## src/design/tcle_pkg.sv

```systemverilog
// Shared types, constants and the echo expansion function of the tty line editor.
`default_nettype none

package tcle_pkg;

   localparam int CHAR_W    = 8;
   localparam int KIND_W    = 3;
   localparam int FLAG_W    = 4;
   localparam int CSR_IDX_W = 3;
   localparam int SUB_W     = 3;

   typedef logic [CHAR_W-1:0] char_type;
   typedef logic [SUB_W-1:0]  sub_type;

   typedef enum logic [KIND_W-1:0] {
      KIND_ECHO = 3'd0,
      KIND_LINE = 3'd1,
      KIND_INTR = 3'd2,
      KIND_QUIT = 3'd3,
      KIND_EOF  = 3'd4
   } kind_type;

   // register indexes of the csr port
   localparam logic [CSR_IDX_W-1:0] CSR_INTR    = 3'd0;
   localparam logic [CSR_IDX_W-1:0] CSR_QUIT    = 3'd1;
   localparam logic [CSR_IDX_W-1:0] CSR_ERASE   = 3'd2;
   localparam logic [CSR_IDX_W-1:0] CSR_KILL    = 3'd3;
   localparam logic [CSR_IDX_W-1:0] CSR_EOF     = 3'd4;
   localparam logic [CSR_IDX_W-1:0] CSR_REPRINT = 3'd5;
   localparam logic [CSR_IDX_W-1:0] CSR_FLAGS   = 3'd6;

   // local flag bit positions
   localparam int FLAG_CANON  = 0;
   localparam int FLAG_SIG    = 1;
   localparam int FLAG_ECHO   = 2;
   localparam int FLAG_ECHONL = 3;

   localparam char_type RST_INTR    = 8'd3;
   localparam char_type RST_QUIT    = 8'd28;
   localparam char_type RST_ERASE   = 8'd8;
   localparam char_type RST_KILL    = 8'd21;
   localparam char_type RST_EOF     = 8'd4;
   localparam char_type RST_REPRINT = 8'd18;
   localparam logic [FLAG_W-1:0] RST_FLAGS = 4'hF;

   localparam char_type CH_CR     = 8'h0D;
   localparam char_type CH_NL     = 8'h0A;
   localparam char_type CH_BS     = 8'h08;
   localparam char_type CH_SP     = 8'h20;
   localparam char_type CH_CARET  = 8'h5E;
   localparam char_type CH_QMARK  = 8'h3F;
   localparam char_type CH_GT     = 8'h3E;
   localparam char_type CH_DEL    = 8'h7F;
   localparam char_type CARET_OFS = 8'h40;

   localparam sub_type RUB_LAST_CTL = 3'd5;
   localparam sub_type RUB_LAST     = 3'd2;
   localparam sub_type RUB_SPACE    = 3'd1;

   typedef enum logic [1:0] {
      XM_PLAIN  = 2'd0,
      XM_CARET  = 2'd1,
      XM_RUBOUT = 2'd2
   } xmode_type;

   typedef enum logic [2:0] {
      SRC_ZERO = 3'd0,
      SRC_NL   = 3'd1,
      SRC_GT   = 3'd2,
      SRC_SP   = 3'd3,
      SRC_CHAR = 3'd4,
      SRC_MEM  = 3'd5
   } src_type;

   typedef enum logic [1:0] {
      LEN_HOLD  = 2'd0,
      LEN_CLEAR = 2'd1,
      LEN_INC   = 2'd2,
      LEN_DEC   = 2'd3
   } len_op_type;

   typedef enum logic [2:0] {
      WALK_HOLD     = 3'd0,
      WALK_ASC_LINE = 3'd1,
      WALK_ASC_NL   = 3'd2,
      WALK_DESC_ALL = 3'd3,
      WALK_DESC_ONE = 3'd4,
      WALK_UP       = 3'd5,
      WALK_DOWN     = 3'd6
   } walk_op_type;

   typedef struct packed {
      logic        latch_char;
      len_op_type  len_op;
      walk_op_type walk_op;
      logic        mem_we;
      logic        mem_wr_nl;
      logic        mem_re;
      logic        emit;
      kind_type    kind;
      src_type     src;
      xmode_type   xmode;
      logic        last;
      logic        sub_clr;
      logic        sub_inc;
   } tcle_cmd_type;

   typedef struct packed {
      logic canon;
      logic sig;
      logic echo;
      logic echonl;
      logic m_kill;
      logic m_eof;
      logic m_intr;
      logic m_reprint;
      logic m_quit;
      logic m_erase;
      logic is_cr;
      logic is_nl;
      logic len_zero;
      logic len_full;
      logic cnt_zero;
      logic sub_last;
      logic out_free;
   } tcle_status_type;

   typedef struct packed {
      char_type ch;
      logic     last;
   } xout_type;

   // One echo byte of the plain, caret or rubout form of b; sub picks the byte.
   function automatic xout_type expand(char_type b, xmode_type m, sub_type sub);
      xout_type r;
      logic     ctl;
      sub_type  ph;
      ctl    = (b < CH_SP) || (b == CH_DEL);
      ph     = sub;
      r.ch   = b;
      r.last = 1'b1;
      unique case (m)
         XM_CARET: begin
            if (ctl) begin
               if (sub == '0) begin
                  r.ch   = CH_CARET;
                  r.last = 1'b0;
               end else begin
                  r.ch = (b == CH_DEL) ? CH_QMARK : b + CARET_OFS;
               end
            end
         end
         XM_RUBOUT: begin
            // control bytes took two columns: each rubout byte doubled
            if (ctl) begin
               ph     = sub >> 1;
               r.last = (sub == RUB_LAST_CTL);
            end else begin
               r.last = (sub == RUB_LAST);
            end
            r.ch = (ph == RUB_SPACE) ? CH_SP : CH_BS;
         end
         default: begin
            r.ch   = b;
            r.last = 1'b1;
         end
      endcase
      return r;
   endfunction

endpackage

`default_nettype wire

```

## src/design/tcle_ram.sv

```systemverilog
// Generic simple dual-port RAM with registered read.
`default_nettype none

module tcle_ram #(
   parameter int WIDTH = 8,
   parameter int DEPTH = 8,
   localparam int AW = (DEPTH > 1) ? $clog2(DEPTH) : 1
) (
   input  wire logic             clock,
   input  wire logic             wr_en,
   input  wire logic [AW-1:0]    wr_addr,
   input  wire logic [WIDTH-1:0] wr_data,
   input  wire logic             rd_en,
   input  wire logic [AW-1:0]    rd_addr,
   output logic      [WIDTH-1:0] rd_data
);

   logic [WIDTH-1:0] mem [DEPTH];

   always_ff @(posedge clock) begin
      if (wr_en) begin
         mem[wr_addr] <= wr_data;
      end
      if (rd_en) begin
         rd_data <= mem[rd_addr];
      end
   end

endmodule

`default_nettype wire

```

## src/design/tcle_ctrl.sv

```systemverilog
// Sequencer of the tty line editor: decodes a request and steps out its results.
`default_nettype none

module tcle_ctrl (
   input  wire logic                      clock,
   input  wire logic                      reset,
   input  wire logic                      req_valid,
   output logic                           busy,
   input  wire tcle_pkg::tcle_status_type status,
   output tcle_pkg::tcle_cmd_type         cmd
);

   typedef enum logic [3:0] {
      ST_IDLE,
      ST_DECODE,
      ST_EVENT,
      ST_CARET,
      ST_NL,
      ST_GT,
      ST_SP,
      ST_RD,
      ST_EMIT,
      ST_RAW_LINE,
      ST_RAW_ECHO
   } state_type;

   typedef enum logic [2:0] {
      OP_EOF,
      OP_INTR,
      OP_QUIT,
      OP_REPRINT,
      OP_NEWLINE,
      OP_OTHER
   } op_type;

   typedef enum logic [1:0] {
      WK_RUB,
      WK_CARET,
      WK_LINE
   } wk_type;

   state_type          state_ff, state_in;
   op_type             op_ff, op_in;
   wk_type             wk_ff, wk_in;
   tcle_pkg::kind_type ev_kind;
   logic               op_signal;

   assign busy = (state_ff != ST_IDLE);

   assign ev_kind = (op_ff == OP_INTR) ? tcle_pkg::KIND_INTR :
                    (op_ff == OP_QUIT) ? tcle_pkg::KIND_QUIT : tcle_pkg::KIND_EOF;

   // caret echo of these is closed by a newline
   assign op_signal = (op_ff == OP_EOF) || (op_ff == OP_INTR) || (op_ff == OP_QUIT);

   always_comb begin
      state_in = state_ff;
      op_in    = op_ff;
      wk_in    = wk_ff;
      cmd      = '0;
      unique case (state_ff)
         ST_IDLE: begin
            if (req_valid) begin
               cmd.latch_char = 1'b1;
               state_in       = ST_DECODE;
            end
         end
         ST_DECODE: begin
            cmd.sub_clr = 1'b1;
            state_in    = ST_IDLE;
            priority if (!status.canon) begin
               state_in = ST_RAW_LINE;
            end else if (status.m_kill) begin
               if (!status.len_zero) begin
                  cmd.len_op = tcle_pkg::LEN_CLEAR;
                  if (status.echo) begin
                     cmd.walk_op = tcle_pkg::WALK_DESC_ALL;
                     wk_in       = WK_RUB;
                     state_in    = ST_RD;
                  end
               end
            end else if (status.m_eof) begin
               op_in    = OP_EOF;
               state_in = ST_EVENT;
            end else if (status.m_intr || (!status.m_reprint && status.m_quit)) begin
               op_in = status.m_intr ? OP_INTR : OP_QUIT;
               if (status.sig) begin
                  cmd.len_op = tcle_pkg::LEN_CLEAR;
                  state_in   = ST_EVENT;
               end else if (status.echo) begin
                  state_in = ST_CARET;
               end
            end else if (status.m_reprint) begin
               if (status.echo) begin
                  op_in    = OP_REPRINT;
                  state_in = ST_NL;
               end
            end else if (status.m_erase) begin
               if (!status.len_zero) begin
                  cmd.len_op = tcle_pkg::LEN_DEC;
                  if (status.echo) begin
                     cmd.walk_op = tcle_pkg::WALK_DESC_ONE;
                     wk_in       = WK_RUB;
                     state_in    = ST_RD;
                  end
               end
            end else if (status.is_cr) begin
               state_in = ST_IDLE;
            end else if (status.is_nl) begin
               cmd.walk_op = tcle_pkg::WALK_ASC_NL;
               cmd.len_op  = tcle_pkg::LEN_CLEAR;
               wk_in       = WK_LINE;
               op_in       = OP_NEWLINE;
               if (!status.len_full) begin
                  cmd.mem_we    = 1'b1;
                  cmd.mem_wr_nl = 1'b1;
               end
               if (!status.len_full && (status.echo || status.echonl)) begin
                  state_in = ST_NL;
               end else begin
                  state_in = ST_RD;
               end
            end else if (!status.len_full) begin
               cmd.mem_we = 1'b1;
               cmd.len_op = tcle_pkg::LEN_INC;
               if (status.echo) begin
                  op_in    = OP_OTHER;
                  state_in = ST_CARET;
               end
            end else begin
               // full line: byte dropped
               state_in = ST_IDLE;
            end
         end
         ST_EVENT: begin
            cmd.emit = 1'b1;
            cmd.kind = ev_kind;
            cmd.src  = tcle_pkg::SRC_ZERO;
            cmd.last = !status.echo;
            if (status.out_free) begin
               state_in = status.echo ? ST_CARET : ST_IDLE;
            end
         end
         ST_CARET: begin
            cmd.emit  = 1'b1;
            cmd.kind  = tcle_pkg::KIND_ECHO;
            cmd.src   = tcle_pkg::SRC_CHAR;
            cmd.xmode = tcle_pkg::XM_CARET;
            cmd.last  = (op_ff == OP_OTHER) && status.sub_last;
            if (status.out_free) begin
               if (status.sub_last) begin
                  cmd.sub_clr = 1'b1;
                  state_in    = (op_ff == OP_OTHER) ? ST_IDLE : ST_NL;
               end else begin
                  cmd.sub_inc = 1'b1;
               end
            end
         end
         ST_NL: begin
            cmd.emit = 1'b1;
            cmd.kind = tcle_pkg::KIND_ECHO;
            cmd.src  = tcle_pkg::SRC_NL;
            cmd.last = op_signal;
            if (status.out_free) begin
               if (op_ff == OP_REPRINT) begin
                  state_in = ST_GT;
               end else if (op_ff == OP_NEWLINE) begin
                  state_in = ST_RD;
               end else begin
                  state_in = ST_IDLE;
               end
            end
         end
         ST_GT: begin
            cmd.emit = 1'b1;
            cmd.kind = tcle_pkg::KIND_ECHO;
            cmd.src  = tcle_pkg::SRC_GT;
            if (status.out_free) begin
               state_in = ST_SP;
            end
         end
         ST_SP: begin
            cmd.emit = 1'b1;
            cmd.kind = tcle_pkg::KIND_ECHO;
            cmd.src  = tcle_pkg::SRC_SP;
            cmd.last = status.len_zero;
            if (status.out_free) begin
               if (status.len_zero) begin
                  state_in = ST_IDLE;
               end else begin
                  cmd.walk_op = tcle_pkg::WALK_ASC_LINE;
                  wk_in       = WK_CARET;
                  state_in    = ST_RD;
               end
            end
         end
         ST_RD: begin
            cmd.mem_re = 1'b1;
            state_in   = ST_EMIT;
         end
         ST_EMIT: begin
            cmd.emit  = 1'b1;
            cmd.kind  = (wk_ff == WK_LINE) ? tcle_pkg::KIND_LINE : tcle_pkg::KIND_ECHO;
            cmd.src   = tcle_pkg::SRC_MEM;
            cmd.xmode = (wk_ff == WK_RUB)   ? tcle_pkg::XM_RUBOUT :
                        (wk_ff == WK_CARET) ? tcle_pkg::XM_CARET  : tcle_pkg::XM_PLAIN;
            cmd.last  = status.sub_last && status.cnt_zero;
            if (status.out_free) begin
               if (status.sub_last) begin
                  cmd.sub_clr = 1'b1;
                  if (status.cnt_zero) begin
                     state_in = ST_IDLE;
                  end else begin
                     cmd.walk_op = (wk_ff == WK_RUB) ? tcle_pkg::WALK_DOWN : tcle_pkg::WALK_UP;
                     state_in    = ST_RD;
                  end
               end else begin
                  cmd.sub_inc = 1'b1;
               end
            end
         end
         ST_RAW_LINE: begin
            cmd.emit  = 1'b1;
            cmd.kind  = tcle_pkg::KIND_LINE;
            cmd.src   = tcle_pkg::SRC_CHAR;
            cmd.xmode = tcle_pkg::XM_PLAIN;
            cmd.last  = !status.echo;
            if (status.out_free) begin
               state_in = status.echo ? ST_RAW_ECHO : ST_IDLE;
            end
         end
         ST_RAW_ECHO: begin
            cmd.emit  = 1'b1;
            cmd.kind  = tcle_pkg::KIND_ECHO;
            cmd.src   = tcle_pkg::SRC_CHAR;
            cmd.xmode = tcle_pkg::XM_PLAIN;
            cmd.last  = 1'b1;
            if (status.out_free) begin
               state_in = ST_IDLE;
            end
         end
         default: begin
            state_in = ST_IDLE;
         end
      endcase
   end

   always_ff @(posedge clock) begin
      if (reset) begin
         state_ff <= ST_IDLE;
         op_ff    <= OP_OTHER;
         wk_ff    <= WK_LINE;
      end else begin
         state_ff <= state_in;
         op_ff    <= op_in;
         wk_ff    <= wk_in;
      end
   end

endmodule

`default_nettype wire

```

## src/design/tcle_dp.sv

```systemverilog
// Datapath of the tty line editor: control registers, line store, walk counters, result register.
`default_nettype none

module tcle_dp #(
   parameter int LINE_MAX = 8
) (
   input  wire logic                                clock,
   input  wire logic                                reset,
   input  wire logic                                csr_wr_en,
   input  wire logic [tcle_pkg::CSR_IDX_W-1:0]      csr_index,
   input  wire logic [tcle_pkg::CHAR_W-1:0]         csr_wr_data,
   input  wire logic [tcle_pkg::CHAR_W-1:0]         req_char_in,
   input  wire tcle_pkg::tcle_cmd_type              cmd,
   output tcle_pkg::tcle_status_type                status,
   input  wire logic                                rsp_stall,
   output logic                                     rsp_valid,
   output logic [tcle_pkg::KIND_W-1:0]              rsp_out_kind,
   output logic [tcle_pkg::CHAR_W-1:0]              rsp_out_byte,
   output logic                                     rsp_out_last
);

   localparam int LEN_W = $clog2(LINE_MAX + 1);
   localparam int IDX_W = (LINE_MAX > 1) ? $clog2(LINE_MAX) : 1;

   tcle_pkg::char_type intr_ff, quit_ff, erase_ff, kill_ff, eof_ff, reprint_ff;
   logic [tcle_pkg::FLAG_W-1:0] flags_ff;

   tcle_pkg::char_type char_ff;
   logic [LEN_W-1:0]   len_ff, len_in, len_m1;
   logic [IDX_W-1:0]   idx_ff, idx_in, cnt_ff, cnt_in;
   tcle_pkg::sub_type  sub_ff, sub_in;
   tcle_pkg::char_type rd_data;
   tcle_pkg::xout_type xo;
   tcle_pkg::char_type tok;
   logic               out_free, load;

   logic               rsp_valid_ff, rsp_valid_in;
   tcle_pkg::kind_type kind_ff;
   tcle_pkg::char_type byte_ff;
   logic               last_ff;

   // control registers
   always_ff @(posedge clock) begin
      if (reset) begin
         intr_ff    <= tcle_pkg::RST_INTR;
         quit_ff    <= tcle_pkg::RST_QUIT;
         erase_ff   <= tcle_pkg::RST_ERASE;
         kill_ff    <= tcle_pkg::RST_KILL;
         eof_ff     <= tcle_pkg::RST_EOF;
         reprint_ff <= tcle_pkg::RST_REPRINT;
         flags_ff   <= tcle_pkg::RST_FLAGS;
      end else if (csr_wr_en) begin
         unique case (csr_index)
            tcle_pkg::CSR_INTR:    intr_ff    <= csr_wr_data;
            tcle_pkg::CSR_QUIT:    quit_ff    <= csr_wr_data;
            tcle_pkg::CSR_ERASE:   erase_ff   <= csr_wr_data;
            tcle_pkg::CSR_KILL:    kill_ff    <= csr_wr_data;
            tcle_pkg::CSR_EOF:     eof_ff     <= csr_wr_data;
            tcle_pkg::CSR_REPRINT: reprint_ff <= csr_wr_data;
            tcle_pkg::CSR_FLAGS:   flags_ff   <= csr_wr_data[tcle_pkg::FLAG_W-1:0];
            default: ;
         endcase
      end
   end

   assign len_m1 = len_ff - LEN_W'(1);

   always_comb begin
      unique case (cmd.len_op)
         tcle_pkg::LEN_CLEAR: len_in = '0;
         tcle_pkg::LEN_INC:   len_in = len_ff + LEN_W'(1);
         tcle_pkg::LEN_DEC:   len_in = len_m1;
         default:             len_in = len_ff;
      endcase
   end

   // idx is the entry to read next, cnt the entries still to follow it
   always_comb begin
      idx_in = idx_ff;
      cnt_in = cnt_ff;
      unique case (cmd.walk_op)
         tcle_pkg::WALK_ASC_LINE: begin
            idx_in = '0;
            cnt_in = len_m1[IDX_W-1:0];
         end
         tcle_pkg::WALK_ASC_NL: begin
            // newline goes in at len unless the line is already full
            idx_in = '0;
            cnt_in = status.len_full ? len_m1[IDX_W-1:0] : len_ff[IDX_W-1:0];
         end
         tcle_pkg::WALK_DESC_ALL: begin
            idx_in = len_m1[IDX_W-1:0];
            cnt_in = len_m1[IDX_W-1:0];
         end
         tcle_pkg::WALK_DESC_ONE: begin
            idx_in = len_m1[IDX_W-1:0];
            cnt_in = '0;
         end
         tcle_pkg::WALK_UP: begin
            idx_in = idx_ff + IDX_W'(1);
            cnt_in = cnt_ff - IDX_W'(1);
         end
         tcle_pkg::WALK_DOWN: begin
            idx_in = idx_ff - IDX_W'(1);
            cnt_in = cnt_ff - IDX_W'(1);
         end
         default: ;
      endcase
   end

   always_comb begin
      if (cmd.sub_clr) begin
         sub_in = '0;
      end else if (cmd.sub_inc) begin
         sub_in = sub_ff + tcle_pkg::SUB_W'(1);
      end else begin
         sub_in = sub_ff;
      end
   end

   always_ff @(posedge clock) begin
      if (reset) begin
         len_ff <= '0;
         sub_ff <= '0;
      end else begin
         len_ff <= len_in;
         sub_ff <= sub_in;
      end
   end

   always_ff @(posedge clock) begin
      if (cmd.latch_char) begin
         char_ff <= req_char_in;
      end
      idx_ff <= idx_in;
      cnt_ff <= cnt_in;
   end

   tcle_ram #(
      .WIDTH (tcle_pkg::CHAR_W),
      .DEPTH (LINE_MAX)
   ) u_line_ram (
      .clock   (clock),
      .wr_en   (cmd.mem_we),
      .wr_addr (len_ff[IDX_W-1:0]),
      .wr_data (cmd.mem_wr_nl ? tcle_pkg::CH_NL : char_ff),
      .rd_en   (cmd.mem_re),
      .rd_addr (idx_ff),
      .rd_data (rd_data)
   );

   assign xo = tcle_pkg::expand((cmd.src == tcle_pkg::SRC_MEM) ? rd_data : char_ff,
                                cmd.xmode, sub_ff);

   always_comb begin
      unique case (cmd.src)
         tcle_pkg::SRC_NL:   tok = tcle_pkg::CH_NL;
         tcle_pkg::SRC_GT:   tok = tcle_pkg::CH_GT;
         tcle_pkg::SRC_SP:   tok = tcle_pkg::CH_SP;
         tcle_pkg::SRC_CHAR: tok = xo.ch;
         tcle_pkg::SRC_MEM:  tok = xo.ch;
         default:            tok = '0;
      endcase
   end

   assign out_free = !rsp_valid_ff || !rsp_stall;
   assign load     = cmd.emit && out_free;

   always_comb begin
      if (load) begin
         rsp_valid_in = 1'b1;
      end else if (!rsp_stall) begin
         rsp_valid_in = 1'b0;
      end else begin
         rsp_valid_in = rsp_valid_ff;
      end
   end

   always_ff @(posedge clock) begin
      if (reset) begin
         rsp_valid_ff <= 1'b0;
      end else begin
         rsp_valid_ff <= rsp_valid_in;
      end
   end

   always_ff @(posedge clock) begin
      if (load) begin
         kind_ff <= cmd.kind;
         byte_ff <= tok;
         last_ff <= cmd.last;
      end
   end

   assign rsp_valid    = rsp_valid_ff;
   assign rsp_out_kind = kind_ff;
   assign rsp_out_byte = byte_ff;
   assign rsp_out_last = last_ff;

   always_comb begin
      status.canon     = flags_ff[tcle_pkg::FLAG_CANON];
      status.sig       = flags_ff[tcle_pkg::FLAG_SIG];
      status.echo      = flags_ff[tcle_pkg::FLAG_ECHO];
      status.echonl    = flags_ff[tcle_pkg::FLAG_ECHONL];
      status.m_kill    = (char_ff == kill_ff);
      status.m_eof     = (char_ff == eof_ff);
      status.m_intr    = (char_ff == intr_ff);
      status.m_reprint = (char_ff == reprint_ff);
      status.m_quit    = (char_ff == quit_ff);
      status.m_erase   = (char_ff == erase_ff);
      status.is_cr     = (char_ff == tcle_pkg::CH_CR);
      status.is_nl     = (char_ff == tcle_pkg::CH_NL);
      status.len_zero  = (len_ff == '0);
      status.len_full  = (len_ff == LEN_W'(LINE_MAX));
      status.cnt_zero  = (cnt_ff == '0);
      status.sub_last  = (cmd.src == tcle_pkg::SRC_CHAR || cmd.src == tcle_pkg::SRC_MEM) ?
                         xo.last : 1'b1;
      status.out_free  = out_free;
   end

   a_len_bound: assert property (@(posedge clock) disable iff (reset)
      len_ff <= LEN_W'(LINE_MAX))
      else $error("line length past the line size");

   a_walk_down: assert property (@(posedge clock) disable iff (reset)
      cmd.walk_op == tcle_pkg::WALK_DOWN |-> idx_ff != '0)
      else $error("rubout walk stepped below entry zero");

   a_walk_up: assert property (@(posedge clock) disable iff (reset)
      cmd.walk_op == tcle_pkg::WALK_UP |-> idx_ff != IDX_W'(LINE_MAX - 1))
      else $error("forward walk stepped past the last entry");

   a_event_zero: assert property (@(posedge clock) disable iff (reset)
      rsp_valid_ff && kind_ff != tcle_pkg::KIND_ECHO && kind_ff != tcle_pkg::KIND_LINE
      |-> byte_ff == '0)
      else $error("event result carries a nonzero byte");

endmodule

`default_nettype wire

```

## src/design/tty_canonical_line_editor_core.sv

```systemverilog
// Top level of the tty canonical line editor.
//
//  channel  direction  handshake           payload
//  req      in         req_valid/req_stall  req_char_in
//  rsp      out        rsp_valid/rsp_stall  rsp_out_kind, rsp_out_byte, rsp_out_last
//  csr      in         csr_wr_en            csr_index, csr_wr_data
//
// A request is accepted, then decoded, then gives one result per cycle while rsp_stall
// is low; every stored line byte walked (kill, erase, reprint, newline) first needs
// a line RAM read. The longest request is a kill of a full line of control bytes.
// Synchronous reset restores the control registers and empties the line; the line
// RAM is not cleared. req_stall is high from accept until the last result of the
// request sits in the result register; rsp_stall holds the sequencer.
`default_nettype none

module tty_canonical_line_editor_core #(
   parameter int LINE_MAX = 8
) (
   input  wire logic                           clock,
   input  wire logic                           reset,
   input  wire logic                           req_valid,
   output logic                                req_stall,
   input  wire logic [tcle_pkg::CHAR_W-1:0]    req_char_in,
   output logic                                rsp_valid,
   input  wire logic                           rsp_stall,
   output logic [tcle_pkg::KIND_W-1:0]         rsp_out_kind,
   output logic [tcle_pkg::CHAR_W-1:0]         rsp_out_byte,
   output logic                                rsp_out_last,
   input  wire logic                           csr_wr_en,
   input  wire logic [tcle_pkg::CSR_IDX_W-1:0] csr_index,
   input  wire logic [tcle_pkg::CHAR_W-1:0]    csr_wr_data
);

   tcle_pkg::tcle_cmd_type    cmd;
   tcle_pkg::tcle_status_type status;
   logic                      busy;

   assign req_stall = busy;

   tcle_ctrl u_ctrl (
      .clock     (clock),
      .reset     (reset),
      .req_valid (req_valid),
      .busy      (busy),
      .status    (status),
      .cmd       (cmd)
   );

   tcle_dp #(
      .LINE_MAX (LINE_MAX)
   ) u_dp (
      .clock        (clock),
      .reset        (reset),
      .csr_wr_en    (csr_wr_en),
      .csr_index    (csr_index),
      .csr_wr_data  (csr_wr_data),
      .req_char_in  (req_char_in),
      .cmd          (cmd),
      .status       (status),
      .rsp_stall    (rsp_stall),
      .rsp_valid    (rsp_valid),
      .rsp_out_kind (rsp_out_kind),
      .rsp_out_byte (rsp_out_byte),
      .rsp_out_last (rsp_out_last)
   );

endmodule

`default_nettype wire

```

## config.mk

```make
export PLATFORM = sky130hd
export DESIGN_NAME = tty_canonical_line_editor_core
export DESIGN_NICKNAME = d
export VERILOG_FILES = /design/src/design/tcle_pkg.sv /design/src/design/tcle_ram.sv /design/src/design/tcle_ctrl.sv /design/src/design/tcle_dp.sv /design/src/design/tty_canonical_line_editor_core.sv
export SDC_FILE = /design/constraint.sdc
export NUM_CORES = 1
export LEC_CHECK = 0
export BUFFER_PORTS_ARGS = -buffer_cell sky130_fd_sc_hd__buf_2
export CAP_MARGIN = 20
export CORE_MARGIN = 3
export CORE_UTILIZATION = 55
export CTS_CLUSTER_SIZE = 10
export DETAILED_ROUTE_END_ITERATION = 8
export GPL_ROUTABILITY_DRIVEN = 0
export GPL_TIMING_DRIVEN = 0
export PLACE_DENSITY = 0.79
export SLEW_MARGIN = 20
export SYNTH_ARGS = -nofsm -noshare
export SYNTH_HDL_FRONTEND = slang
export SYNTH_SLANG_ARGS = --single-unit
```

## constraint.sdc

```tcl
create_clock -name clock -period 5.8 [get_ports clock]
set_clock_uncertainty 0.2 [all_clocks]
set_input_delay 0.29 -clock clock [delete_from_list [all_inputs] [get_ports clock]]
set_output_delay 0.29 -clock clock [all_outputs]
set_load 0.03 [all_outputs]
```

==> run summary <==
Crit share post-route - 86.6%
Slew @ Worst Pin - 0.916 ns
Syn nets - 858
Final hold vios - 0
Final setup violation count - 0
Tot Pwr - 3.61 mW
Crit-path max FO - 10
Critical Path Source Type - register
Count of cell types in the netlist - 71
Tmin final - 5.02 ns
Hold_buf cts - 17
Worst setup EP type - register
Post_cts resized - 0
Vias/cell - 5.94
Mean Syn Cell Area - 10.2 um2
Max Slew Vio Count - 0
Post CTS Setup Buffer Count - 0
WL/cell - 18.6 um
Crit-path cells - or4b_1 > buf_4 > mux2i_1 > ha_1 > o21ai_2 > and2_0 > clkbuf_2 > ha_1 > nand2_1 > nor3_1 > or2_2 > a211oi_4 > or3_4 > buf_6 > nor3_1 > fa_1 > xor2_1 > xnor2_1 > o22ai_1
Synthesis-to-finish area growth - 13.9%
Number of global-route vias before repair - 6214
Slew headroom - 38.5%
Die width - 130 um
Maximum number of pins on one net before global-route repair - 19
Flops & latches, synth - 167
First-pass GRT wire length - 32900 um
Setup TNS - 0 ns
ANT cells - 0
Initial antenna violation count - 0
Num ports - 38
Final core occ - 64.8%
Ys Warns - 0
Drt first pass iters - 6
Final net count - 932
Worst Path Buf+Inv - 3
RSZ-0062 raised after global routing - no
Syn Inst Count - 823
Routed wire length - 20400 um
Clk root buf - clkbuf_16
Cts bufs inserted - 17
Skew-Pair Late Insertion Delay - 0.43 ns
Mapped Area - 8400 um2
Grt ovf - 0
CTS clk-pin slew, worst paths - 0.07 ns
Fill cells - 1138
Synth top area share - 35.0%
Crit path max-delay family - simple AND/OR/NAND/NOR gates
Clock sink total - 167
Post-route DRC - 0
Via count - 6495
IO buf count - 37
Fraction of layout cells with a size suffix above 1 - 14.1%
DRT iter0 DRCs - 606
Leakage power - 3.41 nW
Fraction of registers with async set/reset - 0%
Top cells by count, synth - nand2_1, edfxtp_1, dfxtp_1, a21oi_1, nor2_1
Achievable Freq - 199 MHz
Cell Pwr Density - 377 nW/um2
Worst path max stage delay - 0.54 ns
Final HPWL DP - 13700 um
Hold crit path type - in -> reg
Max cap viols - 0
Critical path type - reg -> reg
Post-synth EDFFs - 98
Outcome - finished, final reports clean
Most used DFF post-synth - edfxtp_1
Total GRT Usage - 25.7%
CTS max path bufs - 2
Die ar. - 16800 um2
Die H - 130 um
Largest cells by area after synthesis - edfxtp_1, dfxtp_1, nand2_1, mux4_2, xnor2_1
Seq/Total Area, Yosys - 51.5%
Critical Path RT - 5.77 ns
Antenna viol nets, final - 0
Rows - 44
CP max-delay cell - or4b_1
Synth area leader - edfxtp_1
Count leader, synth - nand2_1
Maximum vdd drop - 0.248 mV
Worst EP arrival - 4.99 ns
Initial core utilization - 56.9%
CTS H-tree depth - 4
Area of the core - 14800 um2
TritonCTS clock tree - built
-- layout make-up --
class | instances | area [um2] | share of cell area, %
sequential | 167 | 4320 | 45.2
inverter | 17 | 63.8 | 0.667
tap | 184 | 230 | 2.41
clock inverter | 15 | 149 | 1.56
multi-input combinational | 588 | 3800 | 39.7
buffer | 51 | 216 | 2.26
timing repair buffer | 55 | 363 | 3.79
clock buffer | 17 | 425 | 4.45
-- final timing paths --
| path | slack, ns | startpoint | depth (start not counted) | endpoint |
|---|---|---|---|---|
| worst min register to register | 0.27 | u_dp.reprint_ff[2] | 2 | u_dp.reprint_ff[2] |
| worst max register to register | 0.78 | u_ctrl.state_ff[0] | 19 | u_dp.idx_ff[2] |
| worst min-delay path | 0.11 | rsp_stall | 3 | u_dp.rsp_valid |
| worst max-delay path | 0.78 | u_ctrl.state_ff[0] | 19 | u_dp.idx_ff[2] |
-- cell families after synthesis --
group	Yosys count	share of synthesized area, %
flip-flops	167	51.5
AND/OR/NAND/NOR	343	19.2
buffers and inverters	68	3.34
multiplexers	37	6.97
AO/OA/AOI/OAI	143	11.6
XOR/XNOR	54	5.63
adder cells (fa/ha/maj)	11	1.73
-- metrics by stage --
stage	worst slack, ns	std cells	area, um2	hold slack [ns]
3_5_place_dp	0.820	1044	8820	0.259
5_1_grt	0.448	1094	9570	0.0969
4_1_cts	0.753	1093	9560	0.0587
2_1_floorplan	1.30	823	8400	0.189
6_report	0.776	1094	9570	0.106
3_3_place_gp	0.911	1044	8820	0.255
-- cell usage in the layout, fill, tap and decap left out, drive strengths merged, types with 7 or more instances in the layout --
| master | Yosys | final |
|---|---|---|
| xnor2 | 36 | 36 |
| clkbuf | 33 | 50 |
| dfxtp | 69 | 69 |
| buf | 18 | 56 |
| nor2 | 56 | 56 |
| nand3b | 7 | 7 |
| and3 | 8 | 8 |
| a31oi | 7 | 7 |
| dlygate4sd3 | 0 | 17 |
| mux4 | 16 | 16 |
| mux2 | 12 | 12 |
| edfxtp | 98 | 98 |
| mux2i | 9 | 9 |
| inv | 17 | 27 |
| xor2 | 18 | 18 |
| o21ai | 20 | 20 |
| nand4 | 17 | 17 |
| nor2b | 14 | 14 |
| nand2b | 14 | 14 |
| nand3 | 24 | 24 |
| a21oi | 62 | 62 |
| nor3 | 17 | 17 |
| ha | 10 | 10 |
| or3 | 7 | 7 |
| nand2 | 154 | 154 |
-- state kept, by name, summed over array words and instances, names as in the netlist --
name                     count
u_dp.rsp_valid               1
u_dp.rsp_out_kind            3
u_dp.eof_ff                  8
u_ctrl.state_ff              4
u_dp.u_line_ram.mem         64
u_dp.sub_ff                  3
u_dp.kill_ff                 8
u_dp.quit_ff                 8
u_dp.char_ff                 8
u_dp.rsp_out_last            1
u_dp.intr_ff                 8
u_dp.erase_ff                8
u_dp.flags_ff                4
u_dp.rsp_out_byte            8
u_dp.len_ff                  4
u_dp.reprint_ff              8
u_ctrl.op_ff                 3
u_dp.cnt_ff                  3
u_ctrl.wk_ff                 2
u_dp.u_line_ram.rd_data      8
u_dp.idx_ff                  3
-- metal layers --
metal / global-route usage, % / part of all wire, % / vias up
met2: 40.3 / 47 / 264
met1: 35.9 / 44 / 3087
met5: 0 / 0 / -
met3: 5.23 / 7.4 / 39
met4: 8.86 / 2.1 / 0
li1: - / - / 3105
-- power by group --
group	switching [mW]	internal (mW)	total [mW]
clock network	0.522	0.573	1.09
logic	0.695	0.330	1.02
registers	0.0556	1.43	1.49
total	1.27	2.34	3.61
-- worst reg2reg max path: stages (launching register included) --
cell and delay (ns):
dfxtp_1 0.38, or4b_1 0.55, buf_4 0.19, mux2i_1 0.23, ha_1 0.20, o21ai_2 0.10
and2_0 0.16, clkbuf_2 0.17, ha_1 0.31, nand2_1 0.13, nor3_1 0.08, or2_2 0.31
a211oi_4 0.40, or3_4 0.22, buf_6 0.14, nor3_1 0.08, fa_1 0.46, xor2_1 0.19
xnor2_1 0.19, o22ai_1 0.09
No activity file was read; power rests on OpenSTA's default activity.
